### src/hdl/assert_macros.svh
// Assertion macros included by the top-level RTL file
`ifndef ASSERT_MACROS_SVH
`define ASSERT_MACROS_SVH
// Check a condition at every rising clock edge outside reset
`define ASSERT_ALWAYS(label, clk, rst_n, cond) \
    label: assert property (@(posedge clk) disable iff (!rst_n) (cond)) \
        else $error("assertion failed");
// Check that one condition implies another in the next cycle
`define ASSERT_NEXT(label, clk, rst_n, ante, cons) \
    label: assert property (@(posedge clk) disable iff (!rst_n) (ante) |=> (cons)) \
        else $error("assertion failed");
`endif

### src/hdl/qrm_pkg.sv
// Shared types and constants of the quaternion to rotation matrix block
package qrm_pkg;
    localparam int NumEntries = 9;
    localparam int NumProducts = 10;

    typedef struct packed {
        logic valid;
        logic zero;
    } qrm_ctl_t;
endpackage

### src/hdl/qrm_div_step.sv
// One restoring division step for all nine entries
module qrm_div_step #(
    parameter int NW = 34,
    parameter int TW = 16
) (
    input  logic clk,
    input  logic rst_n,
    input  logic en,
    input  qrm_pkg::qrm_ctl_t ctl_in,
    input  logic [NW-1:0] n_in,
    input  logic [qrm_pkg::NumEntries-1:0][NW-1:0] r_in,
    input  logic [qrm_pkg::NumEntries-1:0][TW-1:0] t_in,
    input  logic [qrm_pkg::NumEntries-1:0] neg_in,
    output qrm_pkg::qrm_ctl_t ctl_out,
    output logic [NW-1:0] n_out,
    output logic [qrm_pkg::NumEntries-1:0][NW-1:0] r_out,
    output logic [qrm_pkg::NumEntries-1:0][TW-1:0] t_out,
    output logic [qrm_pkg::NumEntries-1:0] neg_out
);
    import qrm_pkg::*;

    qrm_ctl_t ctl_reg;
    logic [NW-1:0] n_reg;
    logic [NumEntries-1:0][NW-1:0] r_reg, r_next;
    logic [NumEntries-1:0][TW-1:0] t_reg, t_next;
    logic [NumEntries-1:0] neg_reg;
    logic [NW-1:0] diff;
    logic hit;

    always_comb
    begin
        for (int e = 0; e < NumEntries; e++)
        begin
            hit = (r_in[e] >= n_in);
            diff = hit ? (r_in[e] - n_in) : r_in[e];
            r_next[e] = diff << 1;
            t_next[e] = {t_in[e][TW-2:0], hit};
        end
    end

    always_ff @(posedge clk or negedge rst_n)
    begin
        if (!rst_n)
            ctl_reg <= '0;
        else if (en)
            ctl_reg <= ctl_in;
    end

    always_ff @(posedge clk)
    begin
        if (en)
        begin
            n_reg <= n_in;
            r_reg <= r_next;
            t_reg <= t_next;
            neg_reg <= neg_in;
        end
    end

    assign ctl_out = ctl_reg;
    assign n_out = n_reg;
    assign r_out = r_reg;
    assign t_out = t_reg;
    assign neg_out = neg_reg;
endmodule

### config.mk
export PLATFORM = sky130hd
export DESIGN_NAME = qrm_div_step
export DESIGN_NICKNAME = d
export VERILOG_FILES = /design/src/hdl/assert_macros.svh /design/src/hdl/qrm_pkg.sv /design/src/hdl/qrm_div_step.sv
export SDC_FILE = /design/constraint.sdc
export NUM_CORES = 1
export LEC_CHECK = 0
export BUFFER_PORTS_ARGS = -buffer_cell sky130_fd_sc_hd__buf_2
export CAP_MARGIN = 0
export CORE_AREA = 10 10 379 381
export DETAILED_ROUTE_END_ITERATION = 10
export DIE_AREA = 0 0 389 391
export PLACE_DENSITY_LB_ADDON = 0.25
export SLEW_MARGIN = 20
export SYNTH_ARGS = -nofsm -noshare
export SYNTH_HDL_FRONTEND = slang
export SYNTH_SLANG_ARGS = --single-unit
### constraint.sdc
create_clock -name clk -period 0.8 [get_ports clk]
set_clock_uncertainty 0.05 [all_clocks]
set_input_delay 0.08 -clock clk [delete_from_list [all_inputs] [get_ports clk]]
set_output_delay 0.08 -clock clk [all_outputs]
set_load 0.02 [all_outputs]
==> run metrics, run 1 <==
number of H-tree levels=3; hold path startpoint=r_in[103]; sequential share of the synthesized area=0.439; synthesized flop and latch total=486; Hold Violations, Final=52; Compound-Gate Fraction of Synth Area=0.189; dominant combinational cell family by area after synthesis=compound AO/OA/AOI/OAI gates; CP Max Fanout=6; met1 usage=0.300; clock buffer depth=3; Arr. time, crit path=3.21 ns; Mapped Cells=3,172; commonest non-fill, non-tap cell in the layout=buf_4; Tot Pwr=109,000 uW; CP max stage cell=o311ai_4; Worst Setup SP=n_in[1]; syn_area_per_cell=10.5 um^2; vias per inst=4.78; Slew Viols, Final=0; Hold Path Depth=2; Lkg Pwr=0.0278 uW; full die area=152,000 um^2; f_max=351 MHz; hpwl dp=154,000 um; top-area cell type share of the netlist area=0.437; Post-Synth Adder-Cell Area=0.121; final worst slack=-2.05 ns; hold worst-path end=r_out[104]$_DFFE_PP_; Slew Limit Headroom=0.516; fin crit share=3.56; Critical R2R Launch=ctl_out[1]$_DFFE_PN0P_; mapped cell area=33,200 um^2; pwr dens=1810 nW/um^2; max-cap violations=0; drt drc=0; I/O pin count=993; Die Wd=389 um; initial antenna violation count=56; first-pass GRT wire length=269,000 um; Post-synth ARST share=0.00412; number of buffers created by CTS=67; failing checks=hold timing, setup timing; critical-path cell list=buf_8 -> clkinvlp_4 -> buf_12 -> buf_16 -> buf_4 -> buf_8 -> buf_8 -> ha_4 -> nor2b_4 -> o211ai_1 -> a31oi_2 -> o311ai_4 -> a21oi_2 -> buf_4 -> o21ai_4 -> o21ai_4 -> a311oi_2 -> xnor2_1 -> mux2_4; NumNets Final=6,663; reg2reg end=ctl_out[1]$_DFFE_PN0P_; FP Rows=136; CP most frequent cell=buf_8; clk_lat worst skew=0.68 ns; max incr delay on CP=0.35 ns; Required @ worst endpoint=1.16 ns; clock net sink count=486; Synth Area in Simple Gates=0.106; Setup crit end kind=register; Placeable Area=136,000 um^2; CTS tree=yes; Final Setup Violations=868; gr ovfl total=0; Top FF cell, synth=edfxtp_1; final hold slack=-0.237 ns; Reg2Reg Depth=1; post-route antenna net violation count=0; Synth area leader=edfxtp_1; vias in the first global route=37,700; flop2flop setup slack=0 ns; gpl congestion=0.919; WL/cell=25.3 um; global routing met3 resource utilization=0.0588; Worst-path clk slew=0.06 ns; layout cells sized above 1=0.470; Synthesis Warnings=0; RSZ-0062 raised after global routing=yes; Crit Path Class=input port to register; VDD IR-drop max=1.65 mV; synthesis-to-finish area growth=81.6%; Synth Area in XOR/XNOR=0.0690; Hold Path Class=input port to register; number of flops mapped to enable cells by yosys=484; largest net degree at the start of global routing=40; Initial Utilization=0.244; Die Height=391 um; crit path time final=2.85 ns; Initial DRT Pass Iterations=5; Starting DRT DRC Count=2,346; final wirelength=195,000 um; measured slew at the worst slew-check pin=0.723 ns; Root Buffer=clkbuf_16; GR peak layer=met2; gr usage total=0.243; Util after Layout=0.443; routing usage on met2=0.412; port bufs=974; status=finished, violations left; mux contribution to synthesized area=0.0475; routed via count=36,900; dominant cells by area after synthesis=edfxtp_1 44%, ha_1 12%, a21oi_1 4.5%; commonest non-fill, non-tap cells in the layout=1,083 x buf_4, 961 x buf_2, 484 x edfxtp_1; synth unique cells=84; type of origin of the critical path=input port
-- sequential cells by signal, summed over array words and instances (netlist names) --
| name | count |
|---|---|
| n_out | 34 |
| r_out | 297 |
| ctl_out | 2 |
| neg_out | 9 |
| t_out | 144 |
-- worst max path at each step --
stage / to / slack (ns) / depth (start not counted)
after floorplan: r_out[10]$_DFFE_PP_ / -2.54 / 14
after global placement: r_out[266]$_DFFE_PP_ / -2.82 / 15
after detailed placement: r_out[106]$_DFFE_PP_ / -2.86 / 17
after CTS: r_out[293]$_DFFE_PP_ / -1.97 / 16
after global routing: r_out[117]$_DFFE_PP_ / -2.15 / 19
final: r_out[266]$_DFFE_PP_ / -2.05 / 19
-- per-layer routing --
layer / vias up / wire (um)
li1: 17400 / -
met1: 17900 / 81600
met2: 1312 / 92500
met3: 267 / 14200
met4: 18 / 6730
met5: - / 124
-- per-stage QoR --
step / TNS, ns / hold WS, ns / cells / setup slack (ns) / cell area [um^2]
final: -878.87 / -0.237 / 7715 / -2.05 / 60400
after global routing: -933.33 / -0.263 / 7705 / -2.15 / 60300
after CTS: -879.82 / -0.340 / 7656 / -1.97 / 59100
after detailed placement: -917.59 / -0.182 / 6967 / -2.86 / 49600
after global placement: -906.97 / -0.183 / 6967 / -2.82 / 49600
after floorplan: -715.41 / -0.266 / 3180 / -2.54 / 33600
-- worst max-delay path, delay by kind of cell --
family                   cells  cell delay [ns]
adder cells (fa/ha/maj)      1             0.21
AND/OR/NAND/NOR              1             0.12
buffers and inverters        8             1.01
AO/OA/AOI/OAI                7             1.39
multiplexers                 1             0.26
XOR/XNOR                     1             0.11
-- area by class of cell --
| cell class | instances | area (um^2) |
|---|---|---|
| tap | 1794 | 2240 |
| antenna | 20 | 50.0 |
| fill | 13100 | 75900 |
| multi-input combinational | 2468 | 19600 |
| clock inverter | 45 | 612 |
| inverter | 122 | 472 |
| sequential | 486 | 14600 |
| clock buffer | 75 | 1730 |
| timing repair buffer | 2705 | 21000 |
-- cell usage after synthesis, types with 6 or more instances --
library cell / count
and2_1: 16
and4_1: 6
or2_2: 7
inv_1: 122
nand2_1: 263
a31oi_1: 35
nor2_1: 187
mux2_2: 84
fa_1: 9
a21boi_0: 6
a311oi_1: 7
a211oi_1: 26
or3_1: 6
o21bai_1: 46
nor4_1: 13
a21o_1: 166
and3_1: 30
buf_4: 12
o21ai_0: 238
xor2_1: 91
buf_2: 28
a31o_2: 8
clkbuf_1: 61
mux2i_1: 10
a21oi_1: 300
o21ai_1: 7
edfxtp_1: 484
ha_1: 306
a211o_1: 8
nand4_1: 53
nor3_1: 26
o21a_1: 28
o211ai_1: 20
a221oi_1: 7
o31ai_1: 20
xnor2_1: 171
nand2b_1: 38
mux2_4: 28
mux2_1: 10
nand3_1: 64
o41ai_1: 7
nor2b_1: 31
-- kinds of logic (layout without fill, tap and decap cells) --
logic type,Yosys count,count (layout)
other,1,29
buffers and inverters,228,2947
AO/OA/AOI/OAI,993,995
XOR/XNOR,262,262
multiplexers,132,132
adder cells (fa/ha/maj),315,315
AND/OR/NAND/NOR,755,755
flip-flops,486,486
-- report_power, final --
group | switching, uW | internal, uW | leakage, uW | total, uW
sequential | 1260 | 31900 | 0.00476 | 33200
clock | 13200 | 19400 | 0.00111 | 32600
combinational | 23000 | 20700 | 0.0219 | 43700
total | 37400 | 72000 | 0.0278 | 109000
-- repair_timing --
item | 4_1_cts | 5_1_grt
hold buffers | 476 | 7
endpoints found under the hold margin | 622 | 55
endpoints found under the setup margin | 792 | 856
setup buffers | 70 | 47
pin swaps | 138 | 108
gates resized for setup | 317 | 231
gates cloned | 24 | 5
(Power assumes the default switching activity.)
==> run 2, diff against run 1 <==
- PLACE_DENSITY: unset -> 0.47
- PLACE_DENSITY_LB_ADDON: 0.25 -> unset
==> run metrics, run 2 (synthesis results as in run 1) <==
final worst slack=-2.09 ns (-0.0360 ns); Die Height=391 um (unchanged); measured slew at the worst slew-check pin=0.581 ns (-0.142 ns); Critical R2R Launch=ctl_out[1]$_DFFE_PN0P_; Setup crit end kind=register; vias in the first global route=38,000 (+0.94%); routed via count=37,200 (+0.81%); flop2flop setup slack=-0.01 ns (about the same); reg2reg end=ctl_out[1]$_DFFE_PN0P_; Lkg Pwr=0.0282 uW (+1.4%); port bufs=974 (unchanged); placed inst area=49,500 um^2 (-0.26%); post-route cell area=61,800 um^2 (+2.5%); Hold Violations, Final=130 (+150%); number of H-tree levels=2 (-1); Root Buffer=clkbuf_16; hpwl dp=152,000 um (-1.1%); Crit Path Class=input port to register; max incr delay on CP=0.35 ns (about the same); VDD IR-drop max=1.88 mV (+14%); Initial Utilization=0.244 (unchanged); gpl congestion=0.927 (+0.84%); synthesis-to-finish area growth=86.0%; layout cells sized above 1=0.505 (+0.0348); initial antenna violation count=82 (+46%); largest net degree at the start of global routing=25 (-38%); CTS tree=yes; f_max=346 MHz (-1.2%); final hold slack=-0.291 ns (-0.0543 ns); commonest non-fill, non-tap cells in the layout=1,092 x buf_4, 965 x buf_2, 484 x edfxtp_1; vias per inst=4.79 (+0.19%); gr usage total=0.241 (-0.00147); type of origin of the critical path=input port; FP Rows=136 (unchanged); number of buffers created by CTS=60 (-10%); Slew Viols, Final=0 (unchanged); Placeable Area=136,000 um^2 (unchanged); critical-path cell list=buf_8 -> clkinvlp_4 -> buf_12 -> buf_16 -> buf_6 -> fa_2 -> a21o_1 -> a21o_1 -> a2111oi_4 -> a21oi_2 -> a21bo_2 -> o211a_4 -> a21oi_4 -> nor2_2 -> o22a_4 -> clkbuf_16 -> mux2_4; crit path time final=2.89 ns (+0.0360 ns); fin crit share=3.61 (+0.0450); clk_lat worst skew=0.66 ns (-0.02 ns); commonest non-fill, non-tap cell in the layout=buf_4; gr ovfl total=0 (unchanged); first-pass GRT wire length=269,000 um (-0.15%); clock buffer depth=3 (unchanged); RSZ-0062 raised after global routing=yes; I/O pin count=993 (unchanged); CP Max Fanout=9 (+3); WL/cell=25.2 um (-0.35%); Hold Path Depth=3 (+1); Reg2Reg Depth=1 (unchanged); max reg flops=297 (unchanged); multi-input logic area=20,800 um^2 (+6.0%); failing checks=hold timing, setup timing; hold worst-path end=r_out[208]$_DFFE_PP_; hold path startpoint=r_in[207]; Required @ worst endpoint=1.19 ns (+0.03 ns); Hold Path Class=input port to register; clock net sink count=486 (unchanged); Tot Pwr=109,000 uW (-0.62%); Arr. time, crit path=3.27 ns (+0.06 ns); Final Setup Violations=803 (-7.5%); CP most frequent cell=a21o_1; flip-flop and latch area=14,600 um^2 (unchanged); CP max stage cell=fa_2; Initial DRT Pass Iterations=5 (unchanged); max-cap violations=0 (unchanged); full die area=152,000 um^2 (unchanged); status=finished, violations left; Worst-path clk slew=0.06 ns (about the same); pwr dens=1760 nW/um^2 (-3.0%); drt drc=0 (unchanged); final wirelength=196,000 um (+0.27%); number of fill cells=12,900 (-1.6%); Die Wd=389 um (unchanged); NumNets Final=6,698 (+0.53%); Slew Limit Headroom=0.608 (+0.0922); post-route antenna net violation count=0 (unchanged); Starting DRT DRC Count=2,416 (+3.0%)
-- run 2: repair_timing --
| action | in CTS | in global routing |
|---|---|---|
| pin swaps | 211 | 173 |
| setup endpoints to repair | 792 | 803 |
| endpoints found under the hold margin | 611 | 142 |
| hold buffers | 467 | 11 |
| resized for setup | 491 | 389 |
| setup buffers | 107 | 53 |
| gates cloned | 34 | 8 |
-- run 2: stage by stage --
stage	cells	hold WS [ns]	setup slack, ns	utilization	setup TNS (ns)
finish	7763	-0.291	-2.09	0.454	-851.72
global route	7751	-0.333	-2.18	0.454	-901.91
CTS	7687	-0.484	-1.98	0.438	-871.87
detailed placement	6972	-0.184	-2.84	0.363	-945.38
global placement	6972	-0.183	-2.98	0.363	-943.11
floorplan	3180	-0.266	-2.54	-	-715.41
-- run 2: layout make-up --
type                       instances  share of cell area
multi-input combinational       2468               0.336
sequential                       486               0.236
clock buffer                      70              0.0250
inverter                         122             0.00797
clock inverter                    43             0.00902
antenna                           33             0.00134
tap                             1794              0.0363
timing repair buffer            2747               0.348
-- run 2: metal layers --
layer  vias to the layer above  global-route usage  routed length (um)  share of wire
li1                      17500                   -                   -              -
met1                     18000               0.292               78200           0.40
met2                      1424               0.408               92400           0.47
met3                       298              0.0681               16900          0.086
met4                        34              0.0848                7870          0.040
met5                         -                   0                 240         0.0012
-- run 2: worst max-delay path by stage --
stage	endpoint	depth (start not counted)	start
after floorplan	r_out[10]$_DFFE_PP_	14	n_in[1]
after global placement	r_out[202]$_DFFE_PP_	15	n_in[1]
after detailed placement	r_out[202]$_DFFE_PP_	15	n_in[1]
after CTS	r_out[278]$_DFFE_PP_	17	n_in[1]
after global routing	r_out[279]$_DFFE_PP_	18	n_in[1]
final	r_out[17]$_DFFE_PP_	17	n_in[1]
-- run 2: report_power, final --
group / total [uW] / internal (uW) / switching, uW
sequential: 33100 / 31900 / 1250
combinational: 45700 / 21800 / 24000
clock: 29900 / 17500 / 12400
total: 109000 / 71100 / 37600
-- run 2: critical path, delay by kind of cell --
family	cells	cell delay, ns
buffers and inverters	6	0.80
AOI/OAI and AO/OA	8	1.64
adders and majority gates	1	0.35
muxes	1	0.29
and+or+nand+nor	1	0.05
